--- src/lcdn_pkg.sv ---
// Shared types and constants for the character LCD nibble sequencer.
`timescale 1ns / 1ps

package lcdn_pkg;

  localparam int WaitCounterBitsDefault = 17;
  localparam int QueueDepth = 2;
  localparam int CfgIndexBits = 3;
  localparam int CfgDataBits = 17;

  typedef enum logic [1:0] {
    REQ_TICK = 2'd0,
    REQ_CMD  = 2'd1,
    REQ_DATA = 2'd2,
    REQ_INIT = 2'd3
  } req_kind_t;

  typedef enum logic [2:0] {
    PH_IDLE,
    PH_POWERUP,
    PH_EHIGH,
    PH_SWAIT,
    PH_FINAL
  } phase_t;

  localparam logic [CfgIndexBits-1:0] CFG_POWERUP_WAIT = 3'd0;
  localparam logic [CfgIndexBits-1:0] CFG_ENABLE_HIGH  = 3'd1;
  localparam logic [CfgIndexBits-1:0] CFG_STROBE_WAIT  = 3'd2;
  localparam logic [CfgIndexBits-1:0] CFG_DATA_WAIT    = 3'd3;
  localparam logic [CfgIndexBits-1:0] CFG_COMMAND_WAIT = 3'd4;
  localparam logic [CfgIndexBits-1:0] CFG_INIT_FINAL   = 3'd5;

  localparam logic [3:0] INIT_NIBBLE_A = 4'h3;
  localparam logic [3:0] INIT_NIBBLE_B = 4'h2;
  localparam logic [2:0] INIT_STROBES = 3'd4;
  localparam logic [2:0] BYTE_STROBES = 3'd2;

  typedef struct packed {
    req_kind_t  kind;
    logic [7:0] byte_val;
  } item_t;

  typedef struct packed {
    logic [16:0] powerup_wait_us;
    logic [7:0]  enable_high_us;
    logic [15:0] strobe_wait_us;
    logic [15:0] data_wait_us;
    logic [15:0] command_wait_us;
    logic [15:0] init_final_wait_us;
  } cfg_t;

  typedef struct packed {
    logic       enable_pin;
    logic       select_pin;
    logic [3:0] bus_nibble;
    logic       busy_res;
    logic       accepted;
  } result_t;

endpackage

--- src/char_lcd_nibble_sequencer.sv ---
// Top level of the character LCD 4-bit bus sequencer.
//
// Usage: every request on the input channel is a one-microsecond tick
// (req_type 0), a command byte (1), a data byte (2) or an init request (3).
// Each request gives exactly one request on the output channel with the
// enable, select and D4..D7 levels after it, the busy flag and whether
// it started a new sequence. A byte or init request that arrives while a
// sequence is running is rejected and does not count as a tick.
// Timing: a request passes the input stage, a two-entry queue and the
// engine's output register before its result is valid. One request per
// cycle is sustained while the output side takes results; the engine steps
// one request per cycle through its phase counter.
// Stalls: when the output side holds off, the result waits in the output
// register while the queue and input stage keep taking requests until
// they fill, after which in_ready drops.
// Reset: rst is synchronous; it empties the stages, returns the engine to
// idle and loads the default wait registers; the pins keep the last result.
// Configuration writes are taken every cycle and are meant for idle time.
`timescale 1ns / 1ps

module char_lcd_nibble_sequencer #(
  parameter int WAIT_COUNTER_BITS = lcdn_pkg::WaitCounterBitsDefault
) (
  input  logic                               clk,
  input  logic                               rst,
  input  logic                               in_valid,
  output logic                               in_ready,
  input  logic [1:0]                         req_type,
  input  logic [7:0]                         byte_value,
  output logic                               out_valid,
  input  logic                               out_ready,
  output logic                               enable_pin,
  output logic                               select_pin,
  output logic [3:0]                         bus_nibble,
  output logic                               busy_res,
  output logic                               accepted,
  input  logic                               cfg_valid,
  output logic                               cfg_ready,
  input  logic [lcdn_pkg::CfgIndexBits-1:0]  cfg_index,
  input  logic [lcdn_pkg::CfgDataBits-1:0]   cfg_data
);
  import lcdn_pkg::*;

  cfg_t    cfg;
  item_t   front_item;
  item_t   queue_item;
  result_t res;
  logic    front_valid, front_ready;
  logic    queue_valid, queue_ready;

  // The wait registers are plain storage; writes never stall.
  assign cfg_ready = 1'b1;

  always_ff @(posedge clk) begin
    if (rst) begin
      cfg.powerup_wait_us    <= 17'd50000;
      cfg.enable_high_us     <= 8'd1;
      cfg.strobe_wait_us     <= 16'd2000;
      cfg.data_wait_us       <= 16'd50;
      cfg.command_wait_us    <= 16'd40;
      cfg.init_final_wait_us <= 16'd100;
    end else if (cfg_valid && cfg_ready) begin
      case (cfg_index)
        CFG_POWERUP_WAIT: cfg.powerup_wait_us    <= cfg_data[16:0];
        CFG_ENABLE_HIGH:  cfg.enable_high_us     <= cfg_data[7:0];
        CFG_STROBE_WAIT:  cfg.strobe_wait_us     <= cfg_data[15:0];
        CFG_DATA_WAIT:    cfg.data_wait_us       <= cfg_data[15:0];
        CFG_COMMAND_WAIT: cfg.command_wait_us    <= cfg_data[15:0];
        CFG_INIT_FINAL:   cfg.init_final_wait_us <= cfg_data[15:0];
        default: ;
      endcase
    end
  end

  lcdn_front u_front (
    .clk        (clk),
    .rst        (rst),
    .in_valid   (in_valid),
    .in_ready   (in_ready),
    .req_type   (req_type),
    .byte_value (byte_value),
    .item_valid (front_valid),
    .item_ready (front_ready),
    .item       (front_item)
  );

  lcdn_queue u_queue (
    .clk      (clk),
    .rst      (rst),
    .wr_valid (front_valid),
    .wr_ready (front_ready),
    .wr_item  (front_item),
    .rd_valid (queue_valid),
    .rd_ready (queue_ready),
    .rd_item  (queue_item)
  );

  lcdn_back #(
    .WAIT_COUNTER_BITS (WAIT_COUNTER_BITS)
  ) u_back (
    .clk        (clk),
    .rst        (rst),
    .cfg        (cfg),
    .item_valid (queue_valid),
    .item_ready (queue_ready),
    .item       (queue_item),
    .out_valid  (out_valid),
    .out_ready  (out_ready),
    .res        (res)
  );

  assign enable_pin = res.enable_pin;
  assign select_pin = res.select_pin;
  assign bus_nibble = res.bus_nibble;
  assign busy_res   = res.busy_res;
  assign accepted   = res.accepted;

endmodule

--- src/lcdn_front.sv ---
// Input stage: takes requests and classifies them into queue entries.
`timescale 1ns / 1ps

module lcdn_front (
  input  logic               clk,
  input  logic               rst,
  input  logic               in_valid,
  output logic               in_ready,
  input  logic [1:0]         req_type,
  input  logic [7:0]         byte_value,
  output logic               item_valid,
  input  logic               item_ready,
  output lcdn_pkg::item_t    item
);
  import lcdn_pkg::*;

  logic  stage_valid;
  item_t stage_item;

  assign in_ready   = !stage_valid || item_ready;
  assign item_valid = stage_valid;
  assign item       = stage_item;

  always_ff @(posedge clk) begin
    if (rst) begin
      stage_valid <= 1'b0;
    end else if (in_ready) begin
      stage_valid <= in_valid;
    end
  end

  always_ff @(posedge clk) begin
    if (in_ready && in_valid) begin
      stage_item.kind     <= req_kind_t'(req_type);
      stage_item.byte_val <= byte_value;
    end
  end

endmodule

--- src/lcdn_queue.sv ---
// Short request queue between the input stage and the sequencing engine.
`timescale 1ns / 1ps

module lcdn_queue (
  input  logic               clk,
  input  logic               rst,
  input  logic               wr_valid,
  output logic               wr_ready,
  input  lcdn_pkg::item_t    wr_item,
  output logic               rd_valid,
  input  logic               rd_ready,
  output lcdn_pkg::item_t    rd_item
);
  import lcdn_pkg::*;

  localparam int PtrBits = (QueueDepth > 1) ? $clog2(QueueDepth) : 1;
  localparam int CountBits = $clog2(QueueDepth + 1);
  localparam logic [PtrBits-1:0] LastPtr = PtrBits'(QueueDepth - 1);
  localparam logic [CountBits-1:0] FullCount = CountBits'(QueueDepth);

  item_t                mem [QueueDepth];
  logic [PtrBits-1:0]   wr_ptr;
  logic [PtrBits-1:0]   rd_ptr;
  logic [CountBits-1:0] count;
  logic                 push;
  logic                 pop;

  assign wr_ready = (count != FullCount);
  assign rd_valid = (count != '0);
  assign rd_item  = mem[rd_ptr];
  assign push     = wr_valid && wr_ready;
  assign pop      = rd_valid && rd_ready;

  always_ff @(posedge clk) begin
    if (push) begin
      mem[wr_ptr] <= wr_item;
    end
  end

  always_ff @(posedge clk) begin
    if (rst) begin
      wr_ptr <= '0;
      rd_ptr <= '0;
      count  <= '0;
    end else begin
      if (push) begin
        wr_ptr <= (wr_ptr == LastPtr) ? '0 : wr_ptr + 1'b1;
      end
      if (pop) begin
        rd_ptr <= (rd_ptr == LastPtr) ? '0 : rd_ptr + 1'b1;
      end
      if (push && !pop) begin
        count <= count + 1'b1;
      end else if (pop && !push) begin
        count <= count - 1'b1;
      end
    end
  end

endmodule

--- src/lcdn_back.sv ---
// Sequencing engine: steps the strobe and wait phases and registers each result.
`timescale 1ns / 1ps

module lcdn_back #(
  parameter int WAIT_COUNTER_BITS = lcdn_pkg::WaitCounterBitsDefault
) (
  input  logic               clk,
  input  logic               rst,
  input  lcdn_pkg::cfg_t     cfg,
  input  logic               item_valid,
  output logic               item_ready,
  input  lcdn_pkg::item_t    item,
  output logic               out_valid,
  input  logic               out_ready,
  output lcdn_pkg::result_t  res
);
  import lcdn_pkg::*;

  localparam int W = WAIT_COUNTER_BITS;

  function automatic logic [W-1:0] sat_wait(input logic [31:0] v);
    logic [31:0] hi;
    hi = v >> W;
    return (hi != '0) ? {W{1'b1}} : v[W-1:0];
  endfunction

  phase_t     phase, phase_next;
  logic [W-1:0] wait_count, wait_count_next;
  logic [2:0] strobes_left, strobes_left_next;
  logic [7:0] held_byte, held_byte_next;
  logic       held_select, held_select_next;
  req_kind_t  request_kind, request_kind_next;
  logic [3:0] nibble_out, nibble_out_next;
  logic       enable_out, enable_out_next;
  logic       acc;
  logic       do_strobe;
  logic       do_final;
  logic [W-1:0] final_wait;
  logic       pop;
  result_t    res_next;

  logic [W-1:0] powerup_sat, enable_sat, strobe_sat;
  assign powerup_sat = sat_wait(32'(cfg.powerup_wait_us));
  assign enable_sat  = sat_wait(32'(cfg.enable_high_us));
  assign strobe_sat  = sat_wait(32'(cfg.strobe_wait_us));

  assign pop        = item_valid && (!out_valid || out_ready);
  assign item_ready = !out_valid || out_ready;

  // Next state: one queued item per cycle while the output is not stalled, with zero-length waits chained.
  always_comb begin
    phase_next        = phase;
    wait_count_next   = wait_count;
    strobes_left_next = strobes_left;
    held_byte_next    = held_byte;
    held_select_next  = held_select;
    request_kind_next = request_kind;
    nibble_out_next   = nibble_out;
    enable_out_next   = enable_out;
    acc               = 1'b0;
    do_strobe         = 1'b0;
    do_final          = 1'b0;
    final_wait        = '0;
    if (pop) begin
      if (item.kind == REQ_TICK) begin
        if (phase != PH_IDLE) begin
          if (wait_count > W'(1)) begin
            wait_count_next = wait_count - 1'b1;
          end else begin
            wait_count_next = '0;
            unique case (phase)
              PH_POWERUP: do_strobe = 1'b1;
              PH_EHIGH: begin
                enable_out_next = 1'b0;
                if (strobes_left != '0) begin
                  strobes_left_next = strobes_left - 1'b1;
                end
                if (strobe_sat == '0) begin
                  if (strobes_left_next != '0) begin
                    do_strobe = 1'b1;
                  end else begin
                    do_final = 1'b1;
                  end
                end else begin
                  phase_next      = PH_SWAIT;
                  wait_count_next = strobe_sat;
                end
              end
              PH_SWAIT: begin
                if (strobes_left != '0) begin
                  do_strobe = 1'b1;
                end else begin
                  do_final = 1'b1;
                end
              end
              default: phase_next = PH_IDLE;
            endcase
          end
        end
      end else if (phase == PH_IDLE) begin
        acc               = 1'b1;
        request_kind_next = item.kind;
        if (item.kind == REQ_INIT) begin
          held_select_next  = 1'b0;
          held_byte_next    = '0;
          strobes_left_next = INIT_STROBES;
          if (powerup_sat == '0) begin
            do_strobe = 1'b1;
          end else begin
            phase_next      = PH_POWERUP;
            wait_count_next = powerup_sat;
          end
        end else begin
          held_select_next  = (item.kind == REQ_DATA);
          held_byte_next    = item.byte_val;
          strobes_left_next = BYTE_STROBES;
          do_strobe         = 1'b1;
        end
      end
    end

    if (do_strobe) begin
      if (request_kind_next == REQ_INIT) begin
        nibble_out_next = (strobes_left_next == 3'd1) ? INIT_NIBBLE_B : INIT_NIBBLE_A;
      end else if (strobes_left_next >= 3'd2) begin
        nibble_out_next = held_byte_next[7:4];
      end else begin
        nibble_out_next = held_byte_next[3:0];
      end
      enable_out_next = 1'b1;
      phase_next      = PH_EHIGH;
      wait_count_next = enable_sat;
    end

    if (do_final) begin
      case (request_kind_next)
        REQ_CMD:  final_wait = sat_wait(32'(cfg.command_wait_us));
        REQ_DATA: final_wait = sat_wait(32'(cfg.data_wait_us));
        default:  final_wait = sat_wait(32'(cfg.init_final_wait_us));
      endcase
      if (final_wait == '0) begin
        phase_next      = PH_IDLE;
        wait_count_next = '0;
      end else begin
        phase_next      = PH_FINAL;
        wait_count_next = final_wait;
      end
    end
  end

  // Result fields as they stand after the item.
  always_comb begin
    res_next.enable_pin = enable_out_next;
    res_next.select_pin = held_select_next;
    res_next.bus_nibble = nibble_out_next;
    res_next.busy_res   = (phase_next != PH_IDLE);
    res_next.accepted   = acc;
  end

  always_ff @(posedge clk) begin
    if (rst) begin
      phase        <= PH_IDLE;
      wait_count   <= '0;
      strobes_left <= '0;
      held_byte    <= '0;
      held_select  <= 1'b0;
      request_kind <= REQ_TICK;
      nibble_out   <= '0;
      enable_out   <= 1'b0;
      out_valid    <= 1'b0;
    end else begin
      phase        <= phase_next;
      wait_count   <= wait_count_next;
      strobes_left <= strobes_left_next;
      held_byte    <= held_byte_next;
      held_select  <= held_select_next;
      request_kind <= request_kind_next;
      nibble_out   <= nibble_out_next;
      enable_out   <= enable_out_next;
      if (item_ready) begin
        out_valid <= pop;
      end
    end
  end

  always_ff @(posedge clk) begin
    if (pop) begin
      res <= res_next;
    end
  end

endmodule

--- config.mk ---
export PLATFORM = sky130hd
export DESIGN_NAME = char_lcd_nibble_sequencer
export DESIGN_NICKNAME = d
export VERILOG_FILES = /design/src/lcdn_pkg.sv /design/src/char_lcd_nibble_sequencer.sv /design/src/lcdn_front.sv /design/src/lcdn_queue.sv /design/src/lcdn_back.sv
export SDC_FILE = /design/constraint.sdc
export NUM_CORES = 1
export LEC_CHECK = 0
export ABC_AREA = 1
export BUFFER_PORTS_ARGS = -buffer_cell sky130_fd_sc_hd__buf_2
export CORE_AREA = 4 4 122 124
export CTS_CLUSTER_DIAMETER = 30
export CTS_CLUSTER_SIZE = 16
export DETAILED_ROUTE_END_ITERATION = 6
export DIE_AREA = 0 0 126 128
export GPL_TIMING_DRIVEN = 0
export PLACE_DENSITY = 0.81
export SLEW_MARGIN = 20
export SYNTH_ARGS = -nofsm -noshare
export SYNTH_HDL_FRONTEND = slang
export SYNTH_SLANG_ARGS = --single-unit
--- constraint.sdc ---
create_clock -name clk -period 7.3 [get_ports clk]
set_clock_uncertainty 0.1 [all_clocks]
set_input_delay 1.095 -clock clk [delete_from_list [all_inputs] [get_ports clk]]
set_output_delay 1.095 -clock clk [all_outputs]
set_load 0.02 [all_outputs]
==> results.sh, run 1 <==
export IMPL_crit_type="register to register"
export IMPL_drtIter0Drc=683
export IMPL_cts_resized=0
export IMPL_wl_per_cell_um=16.3
export IMPL_numPortBuffers=43
export IMPL_syn2layout_area_growth_pct=12.4
export IMPL_grt_setup_unrepaired="no"
export IMPL_r2r_cells=19
export IMPL_die_area_um2=16100
export IMPL_multi_input_area_um2=3640
export IMPL_ir_drop_v=0.000324
export IMPL_syn_area_um2=8150
export IMPL_hpwl_um=15900
export IMPL_drive_gt1_share_pct=9.64
export IMPL_cts_setup_buffers=0
export IMPL_period_minus_slack_ns=5.04
export IMPL_status="complete, no violations"
export IMPL_vias=7578
export IMPL_clk_latency_ns=0.44
export IMPL_dr_pass1_iters=5
export IMPL_placed_area_um2=8590
export IMPL_globalRoute_totalOverflow=0
export IMPL_p_leak_uw=0.00404
export IMPL_ys_seq_elements=173
export IMPL_grtUsageTotal_pct=27.6
export IMPL_gp_congestion=0.966
export IMPL_report_final_slew_viol_count=0
export IMPL_grt_max_degree=19
export IMPL_clockBufferDepth=2
export IMPL_hold_path_class="register to register"
export IMPL_hold_viol=0
export IMPL_p_per_area_nw_per_um2=494
export IMPL_holdWs_ns=0.350
export IMPL_endpoint="u_back.res[1]$_DFFE_PP_"
export IMPL_ant_nets=0
export IMPL_start_kind="register"
export IMPL_final_area_um2=9160
export IMPL_place_ws_ns=2.10
export IMPL_die_width_um=126
export IMPL_die_h_um=128
export IMPL_wirelength_um=22200
export IMPL_period_share_pct=69.1
export IMPL_cp_required_ns=7.38
export IMPL_yosysSeqAreaShare_pct=47.2
export IMPL_layout_setup_ws_ns=2.26
export IMPL_cts_hold_buffers=0
export IMPL_ctsRootBufferMaster="clkbuf_16"
export IMPL_start_util_pct=59.2
export IMPL_drc=0
export IMPL_r2r_end="u_back.res[1]$_DFFE_PP_"
export IMPL_syn_area_per_cell_um2=7.36
export IMPL_synth_cells=1107
export IMPL_cts_tree="built"
export IMPL_clk_pin_slew_ns=0.07
export IMPL_cts_sinks=173
export IMPL_cts_htree_levels=4
export IMPL_maxCapViolCount=0
export IMPL_slew_headroom_pct=38.7
export IMPL_cts_buffers=17
export IMPL_antenna_found_initial=0
export IMPL_yosys_cell_types_count=38
export IMPL_final_util_pct=66.5
export IMPL_maxClockFrequency_mhz=198
export IMPL_core_um2=13800
export IMPL_n_fill_cell=1204
export IMPL_setup_tns_ns=0
export IMPL_drt_vias_per_instance=5.56
export IMPL_synth_nets=1154
export IMPL_grt_pass1_wl_um=35500
export IMPL_ff2ff_setup_slack_ns=2.26
export IMPL_final_net_count=1216
export IMPL_ios=46
export IMPL_yosysWarnings=0
export IMPL_worst_pin_slew_ns=0.917
export IMPL_endpoint_kind="register"
export IMPL_grt_pass1_vias=6983
export IMPL_rows=43
export IMPL_n_antenna_cell=0
export IMPL_regArea_um2=3840
export IMPL_cp_max_fo=10
export IMPL_arrival_ns=5.12
export IMPL_finalSetupViolCount=0
## final cells by class
type | instances | share of cell area (%)
multi-input combinational | 765 | 39.7
clock buffer | 17 | 4.64
inverter | 115 | 4.71
tap | 180 | 2.46
clock inverter | 15 | 1.60
sequential | 173 | 42.0
buffer | 54 | 2.61
timing repair buffer | 43 | 2.35
## sequential cells by signal, summed over array words and instances (netlist names), named ones only
name	flops
u_back.strobes_left	3
u_back.enable_out	1
u_front.item	10
u_back.held_select	1
u_back.nibble_out	4
u_back.res	8
cfg	89
u_queue.mem	20
u_back.wait_count	17
u_back.request_kind	2
u_back.phase	3
u_front.item_valid	1
u_back.out_valid	1
u_back.held_byte	8
u_queue.wr_ptr	1
u_queue.count	2
u_queue.rd_ptr	1
## how the worst min path moves through the flow
stage                                   start                           to  slack [ns]  cells past startpoint
global placement    u_front.item[5]$_DFFE_PP_  u_queue.mem[0][5]$_DFFE_PP_        0.33                      0
global route        u_front.item[5]$_DFFE_PP_  u_queue.mem[0][5]$_DFFE_PP_        0.36                      0
floorplan           u_front.item[0]$_DFFE_PP_  u_queue.mem[0][0]$_DFFE_PP_        0.32                      0
detailed placement  u_front.item[5]$_DFFE_PP_  u_queue.mem[1][5]$_DFFE_PP_        0.33                      0
CTS                 u_front.item[5]$_DFFE_PP_  u_queue.mem[0][5]$_DFFE_PP_        0.35                      0
finish              u_front.item[5]$_DFFE_PP_  u_queue.mem[0][5]$_DFFE_PP_        0.35                      0
## stage by stage
stage               cells  total power [µW]
global placement     1330              3520
finish               1362              4530
detailed placement   1330              3570
floorplan            1107              2950
CTS                  1362              4460
global route         1362              4850
## critical path, cell delays in order (launching register included)
cell	delay, ns
dfxtp_1	0.33
clkbuf_1	0.32
o21ai_0	0.28
ha_1	0.31
nor3_2	0.39
clkbuf_1	0.36
nand2_1	0.08
o21ai_0	0.15
inv_1	0.12
ha_1	0.30
clkbuf_1	0.32
clkinv_1	0.40
nor2_1	0.19
a21oi_1	0.10
nor4_1	0.34
nand4_1	0.12
nor2_1	0.21
nor2_1	0.06
nor2_1	0.15
nand3_1	0.11
## placed cells by master (no fill, tap or decap), types with 3 or more instances in the layout
cell type	count
o211ai_1	27
dfxtp_1	135
nor3_1	5
xor2_1	11
buf_2	48
o22ai_1	5
inv_1	103
clkbuf_16	17
o21ai_1	6
o2bb2ai_1	3
clkinv_1	4
nand4_1	8
nor2_2	4
inv_8	4
clkbuf_1	42
nand3_1	49
inv_6	6
a22oi_1	7
nand2_1	217
ha_1	12
inv_2	8
a21oi_1	56
nor4_1	3
edfxtp_1	38
buf_4	4
nor2_1	213
o21ai_0	118
nand2_2	3
nor3_2	4
## synthesized netlist by cell type, drive strengths merged
cell / instances / area share [%]
a21oi: 56 / 3.4
a22oi: 7 / 0.64
buf: 12 / 1.0
clkbuf: 42 / 1.9
clkinv: 4 / 0.18
conb: 1 / 0.046
dfxtp: 135 / 33
edfxtp: 38 / 14
ha: 12 / 1.8
inv: 111 / 5.1
nand2: 222 / 11
nand3: 52 / 3.5
nand3b: 2 / 0.18
nand4: 9 / 0.77
nor2: 219 / 10
nor3: 9 / 0.80
nor4: 3 / 0.23
o211ai: 27 / 2.5
o21ai: 125 / 7.7
o22ai: 5 / 0.38
o2bb2ai: 3 / 0.32
o31ai: 1 / 0.092
xnor2: 1 / 0.11
xor2: 11 / 1.2
## metal layers
layer | global-route usage [%] | share of wire, % | vias up
met5 | 0 | 0 | -
met4 | 10.3 | 3.1 | 0
met1 | 37.2 | 42 | 3435
li1 | - | - | 3724
met3 | 5.63 | 9.4 | 56
met2 | 44.3 | 45 | 363
## cell families after synthesis
| group | share of synthesized area, % |
|---|---|
| compound gates | 15.1 |
| xor+xnor | 1.29 |
| fa+ha+maj | 1.84 |
| buf+inv | 8.23 |
| flops | 47.2 |
| other cells | 0.0460 |
| simple gates | 26.3 |
## report_power, final
part | internal [µW] | switching [µW]
registers | 1160 | 91.1
logic | 729 | 1650
clock network | 455 | 437
total | 2340 | 2180
Power figures use the tool's default switching activity.
==> inputs of run 2 (changes only) <==
==> constraint.sdc (replaced) <==
create_clock -name clk -period 4.9 [get_ports clk]
set_clock_uncertainty 0.1 [all_clocks]
set_input_delay 0.735 -clock clk [delete_from_list [all_inputs] [get_ports clk]]
set_output_delay 0.735 -clock clk [all_outputs]
set_load 0.02 [all_outputs]
==> run 2 against run 1 <==
Via count increased by 0.15%. Sequential share of layout area barely moved. Utilization is 0.055 points higher. Global-route usage is essentially flat. Wire length is 0.21% higher.
==> results.sh, run 2 (synthesized netlist as in run 1, its figures left out) <==
export IMPL_status="complete, no violations"
export IMPL_clockBufferDepth=2
export IMPL_r2r_cells=18
export IMPL_period_minus_slack_ns=4.58
export IMPL_die_area_um2=16100
export IMPL_cts_setup_buffers=0
export IMPL_p_leak_uw=0.00406
export IMPL_grt_pass1_wl_um=35500
export IMPL_mostFrequentLayoutCells="nand2_1, nor2_1, dfxtp_1, o21ai_0, inv_1"
export IMPL_rows=43
export IMPL_n_fill_cell=1209
export IMPL_drc=0
export IMPL_cts_buffers=17
export IMPL_hold_viol=0
export IMPL_endpoint="u_back.res[1]$_DFFE_PP_"
export IMPL_hpwl_um=15900
export IMPL_syn2layout_area_growth_pct=12.5
export IMPL_period_share_pct=93.4
export IMPL_cp_max_fo=11
export IMPL_ff2ff_setup_slack_ns=0.32
export IMPL_grtUsageTotal_pct=27.6
export IMPL_ir_drop_v=0.000372
export IMPL_cts_sinks=173
export IMPL_ant_nets=0
export IMPL_grt_pass1_vias=6983
export IMPL_reg_top3="cfg: 89 flops, u_queue.mem: 20 flops, u_back.wait_count: 17 flops"
export IMPL_core_um2=13800
export IMPL_grt_setup_unrepaired="no"
export IMPL_cts_htree_levels=4
export IMPL_holdWs_ns=0.350
export IMPL_hold_path_class="register to register"
export IMPL_drtIter0Drc=661
export IMPL_final_util_pct=66.6
export IMPL_worst_pin_slew_ns=0.927
export IMPL_wl_per_cell_um=16.4
export IMPL_gp_congestion=0.966
export IMPL_placedCellCount=1330
export IMPL_final_net_count=1215
export IMPL_dr_pass1_iters=5
export IMPL_die_h_um=128
export IMPL_p_per_area_nw_per_um2=736
export IMPL_wirelength_um=22300
export IMPL_layout_commonest_cell="nand2_1"
export IMPL_start_util_pct=59.2
export IMPL_stdcell_count=1361
export IMPL_report_final_slew_viol_count=0
export IMPL_numPortBuffers=43
export IMPL_antenna_found_initial=0
export IMPL_ctsRootBufferMaster="clkbuf_16"
export IMPL_globalRoute_totalOverflow=0
export IMPL_finalSetupViolCount=0
export IMPL_slew_headroom_pct=38.0
export IMPL_vias=7589
export IMPL_clk_pin_slew_ns=0.07
export IMPL_start_kind="register"
export IMPL_n_antenna_cell=0
export IMPL_arrival_ns=4.65
export IMPL_clk_latency_ns=0.44
export IMPL_finalPower_uw=6750
export IMPL_largest_reg_flops=89
export IMPL_ios=46
export IMPL_setup_tns_ns=0
export IMPL_drt_vias_per_instance=5.58
export IMPL_cts_tree="built"
export IMPL_die_width_um=126
export IMPL_grt_max_degree=19
export IMPL_crit_type="register to register"
export IMPL_maxCapViolCount=0
export IMPL_r2r_end="u_back.res[1]$_DFFE_PP_"
export IMPL_maxClockFrequency_mhz=219
export IMPL_regMostFlops="cfg"
export IMPL_cp_required_ns=4.98
export IMPL_endpoint_kind="register"
export IMPL_drive_gt1_share_pct=9.99
run 2: worst max-delay path, stage by stage (launching register included):
cell      delay, ns
dfxtp_1        0.52
o21ai_0        0.27
ha_1           0.33
nor3_4         0.31
clkbuf_2       0.26
nand2_1        0.07
o21ai_0        0.15
inv_1          0.12
ha_1           0.30
clkbuf_1       0.33
clkinv_2       0.26
nor2_1         0.17
a21oi_1        0.10
nor4_1         0.35
nand4_1        0.12
nor2_1         0.21
nor2_1         0.06
nor2_1         0.15
nand3_1        0.11
run 2: metrics by stage:
| stage | setup WS (ns) | instance area (µm²) |
|---|---|---|
| final | 0.325 | 9170 |
| after global routing | 0.0863 | 9170 |
| after CTS | 0.00858 | 9170 |
| after detailed placement | -0.0319 | 8590 |
| after global placement | 0.135 | 8590 |
| after floorplan | 1.20 | 8150 |
run 2: report_power, final:
part	internal (µW)	switching [µW]	total, µW
sequential	1730	144	1870
clock	678	646	1320
combinational	1100	2460	3560
total	3500	3250	6750
run 2: worst min-delay path by stage:
| stage | endpoint | slack [ns] | start | cells past startpoint |
|---|---|---|---|---|
| finish | u_queue.mem[0][5]$_DFFE_PP_ | 0.35 | u_front.item[5]$_DFFE_PP_ | 0 |
| global route | u_front.item[4]$_DFFE_PP_ | 0.36 | byte_value[4] | 1 |
| CTS | u_queue.mem[0][5]$_DFFE_PP_ | 0.35 | u_front.item[5]$_DFFE_PP_ | 0 |
| detailed placement | u_queue.mem[1][5]$_DFFE_PP_ | 0.33 | u_front.item[5]$_DFFE_PP_ | 0 |
| global placement | u_queue.mem[0][5]$_DFFE_PP_ | 0.33 | u_front.item[5]$_DFFE_PP_ | 0 |
| floorplan | u_queue.mem[0][0]$_DFFE_PP_ | 0.32 | u_front.item[0]$_DFFE_PP_ | 0 |
run 2: routing by layer:
metal / part of all wire, % / global-route usage (%) / routed length (µm) / up-vias
met4: 2.8 / 10.3 / 629 / 0
met1: 43 / 37.2 / 9500 / 3437
li1: - / - / - / 3725
met2: 45 / 44.3 / 10100 / 377
met5: 0 / 0 / 0 / -
met3: 9.2 / 5.63 / 2050 / 50
run 2: repair_timing:
action                                  4_1_cts  5_1_grt
gates cloned                                  0        0
endpoints found under the setup margin        1        2
gates resized for setup                       3        3
hold buffers                                  0        0
run 2: final cells by class:
cell class	instances	area, µm²	area share [%]
Buffer	53	239	2.61
Clock inverter	15	146	1.60
Tap cell	180	225	2.46
Sequential cell	173	3840	41.9
Multi-Input combinational cell	765	3640	39.7
Timing Repair Buffer	43	215	2.35
Inverter	115	433	4.72
Clock buffer	17	425	4.64
==> inputs of run 3 (changes only) <==
--- a/config.mk
+++ b/config.mk
@@ -5,15 +5,16 @@
 export SDC_FILE = /design/constraint.sdc
 export NUM_CORES = 1
 export LEC_CHECK = 0
-export ABC_AREA = 1
 export BUFFER_PORTS_ARGS = -buffer_cell sky130_fd_sc_hd__buf_2
-export CORE_AREA = 4 4 122 124
+export CELL_PAD_IN_SITES_DETAIL_PLACEMENT = 1
+export CELL_PAD_IN_SITES_GLOBAL_PLACEMENT = 1
+export CORE_AREA = 4 4 137 139
 export CTS_CLUSTER_DIAMETER = 30
 export CTS_CLUSTER_SIZE = 16
 export DETAILED_ROUTE_END_ITERATION = 6
-export DIE_AREA = 0 0 126 128
+export DIE_AREA = 0 0 141 143
 export GPL_TIMING_DRIVEN = 0
-export PLACE_DENSITY = 0.81
+export PLACE_DENSITY = 0.82
 export SLEW_MARGIN = 20
 export SYNTH_ARGS = -nofsm -noshare
 export SYNTH_HDL_FRONTEND = slang
==> run 3 against run 2 <==
Via count fell by 4.4%. Register-to-register slack improved by 0.02 ns. Synthesized cell count fell by 16%. Clock-buffer cell count did not move. Non-clock buffer count rose by 10. Critical endpoint unchanged. Synthesized area fell by 0.45%. Sequential cell count did not move. First-iteration DRC count did not move. Total power fell by 3.5%.
==> results.sh, run 3 <==
export IMPL_numPortBuffers=42
export IMPL_hold_viol=0
export IMPL_ys_seq_elements=173
export IMPL_hpwl_um=18800
export IMPL_ant_nets=0
export IMPL_finalPower_uw=6510
export IMPL_dr_pass1_iters=5
export IMPL_clk_latency_ns=0.44
export IMPL_synth_nets=980
export IMPL_yosysTopAreaCellShare_pct=33.3
export IMPL_n_fill_cell=2115
export IMPL_synth_edf_count=38
export IMPL_mostFrequentLayoutCells="nand2_1, dfxtp_1, a21oi_1, nor2_1, buf_2"
export IMPL_drt_vias_per_instance=5.86
export IMPL_maxCapViolCount=0
export IMPL_cp_required_ns=4.97
export IMPL_grt_setup_unrepaired="no"
export IMPL_cts_buffers=17
export IMPL_final_area_um2=9240
export IMPL_die_h_um=143
export IMPL_drive_gt1_share_pct=13.4
export IMPL_grt_pass1_vias=7203
export IMPL_finalSetupViolCount=0
export IMPL_die_width_um=141
export IMPL_yosys_cell_types_count=70
export IMPL_arrival_ns=4.62
export IMPL_status="complete, no violations"
export IMPL_grtUsageTotal_pct=25.9
export IMPL_die_area_um2=20200
export IMPL_report_final_slew_viol_count=0
export IMPL_period_minus_slack_ns=4.56
export IMPL_p_leak_uw=0.00333
export IMPL_p_per_area_nw_per_um2=705
export IMPL_layout_commonest_cell="nand2_1"
export IMPL_wirelength_um=25700
export IMPL_ff2ff_setup_slack_ns=0.34
export IMPL_slew_headroom_pct=33.6
export IMPL_gp_congestion=0.977
export IMPL_drtIter0Drc=661
export IMPL_cp_max_fo=10
export IMPL_regArea_um2=3840
export IMPL_yosysWarnings=0
export IMPL_cts_htree_levels=4
export IMPL_synth_top_cell_by_area="dfxtp_1"
export IMPL_grt_max_degree=21
export IMPL_globalRoute_totalOverflow=0
export IMPL_ctsRootBufferMaster="clkbuf_16"
export IMPL_antenna_found_initial=0
export IMPL_hold_path_class="register to register"
export IMPL_ios=46
export IMPL_maxClockFrequency_mhz=219
export IMPL_synthTopCellsByCount="nand2_1, dfxtp_1, a21oi_1"
export IMPL_period_share_pct=93.0
export IMPL_syn2layout_area_growth_pct=13.9
export IMPL_clockBufferDepth=2
export IMPL_multi_input_area_um2=3910
export IMPL_core_um2=17700
export IMPL_synthFlopType="dfxtp_1"
export IMPL_endpoint_kind="register"
export IMPL_drc=0
export IMPL_synth_most_common_cell="nand2_1"
export IMPL_ir_drop_v=0.000332
export IMPL_yosysSeqAreaShare_pct=47.4
export IMPL_vias=7253
export IMPL_reg_top3="cfg: 89 flops, u_queue.mem: 20 flops, u_back.wait_count: 17 flops"
export IMPL_cts_tree="built"
export IMPL_async_reset_ff_share_pct=0
export IMPL_worst_pin_slew_ns=0.997
export IMPL_regMostFlops="cfg"
export IMPL_setup_tns_ns=0
export IMPL_clk_pin_slew_ns=0.08
export IMPL_n_antenna_cell=0
export IMPL_wl_per_cell_um=20.7
export IMPL_synthTopCellsByArea="dfxtp_1, edfxtp_1, nand2_1, a21oi_1, nor2_1"
export IMPL_final_net_count=1042
export IMPL_cts_sinks=173
export IMPL_largest_reg_flops=89
export IMPL_synth_cells=933
export IMPL_grt_pass1_wl_um=40600
export IMPL_syn_area_per_cell_um2=8.70
export IMPL_start_kind="register"
export IMPL_placed_area_um2=8610
export IMPL_rows=49
export IMPL_crit_type="register to register"
export IMPL_syn_area_um2=8110
export IMPL_start_util_pct=46.0
[run 3: cells by family after synthesis]
logic type,after synthesis,share of synthesized area (%)
AND/OR/NAND/NOR,409,23.8
XOR/XNOR,17,1.83
other,1,0.0462
flip-flops,173,47.4
buffers and inverters,84,4.55
AO/OA/AOI/OAI,223,18.8
multiplexers,14,1.83
adder cells (fa/ha/maj),12,1.85
[run 3: path summary, 6_finish.rpt]
kind,end,start,depth (start not counted)
setup / recovery,u_back.res[1]$_DFFE_PP_,register,13
hold / removal,u_queue.mem[0][1]$_DFFE_PP_,u_front.item[1]$_DFFE_PP_,0
setup reg to reg,u_back.res[1]$_DFFE_PP_,register,13
hold reg to reg,u_queue.mem[0][1]$_DFFE_PP_,u_front.item[1]$_DFFE_PP_,0
[run 3: final cells by class]
cell class | instances | share of cell area [%]
multi-input cells | 676 | 42.2
flip-flops and latches | 173 | 41.6
clock buffers | 17 | 4.60
well taps | 229 | 3.10
plain buffers | 61 | 3.06
repair buffers | 45 | 2.52
clock inverters | 15 | 2.02
inverters | 21 | 0.853
[run 3: stage by stage]
step	cells	hold WS [ns]	worst slack (ns)	util, %
CTS	1235	0.352	0.126	52.2
global placement	1204	0.323	-0.130	48.8
finish	1237	0.350	0.342	52.3
global route	1237	0.345	0.0725	52.3
floorplan	933	0.321	1.09	-
detailed placement	1204	0.333	-0.335	48.8
[run 3: timing repair]
| action | CTS | global route |
|---|---|---|
| resized for setup | 1 | 2 |
| endpoints found under the hold margin | 0 | 0 |
| hold buffers | 0 | 0 |
| setup buffers | 0 | 3 |
| pin swaps | 1 | 3 |
| endpoints found under the setup margin | 5 | 1 |
[run 3: report_power, final]
group	leakage, µW	switching (µW)	internal, µW	total [µW]
Combinational	0.00158	2120	1110	3230
Clock	0.000297	692	697	1390
Sequential	0.00146	197	1690	1890
Total	0.00333	3010	3500	6510
[run 3: metal layers]
layer	track usage [%]	vias up	routed length (µm)
li1	-	3409	-
met1	36.0	3574	11700
met2	41.6	219	12000
met3	3.42	51	1360
met4	9.69	0	629
met5	0	-	0
[run 3: worst max-delay path, cell delays in order (launching register included)]
cell and delay (ns):
dfxtp_2 0.53, mux2i_1 0.23, ha_1 0.29, nor4_4 0.47
nand2_1 0.12, o21ai_0 0.20, inv_1 0.14, ha_1 0.43
clkbuf_1 0.39, o21ai_0 0.35, nor4_1 0.40, nand4_1 0.21
a22oi_1 0.26, nand3_1 0.16
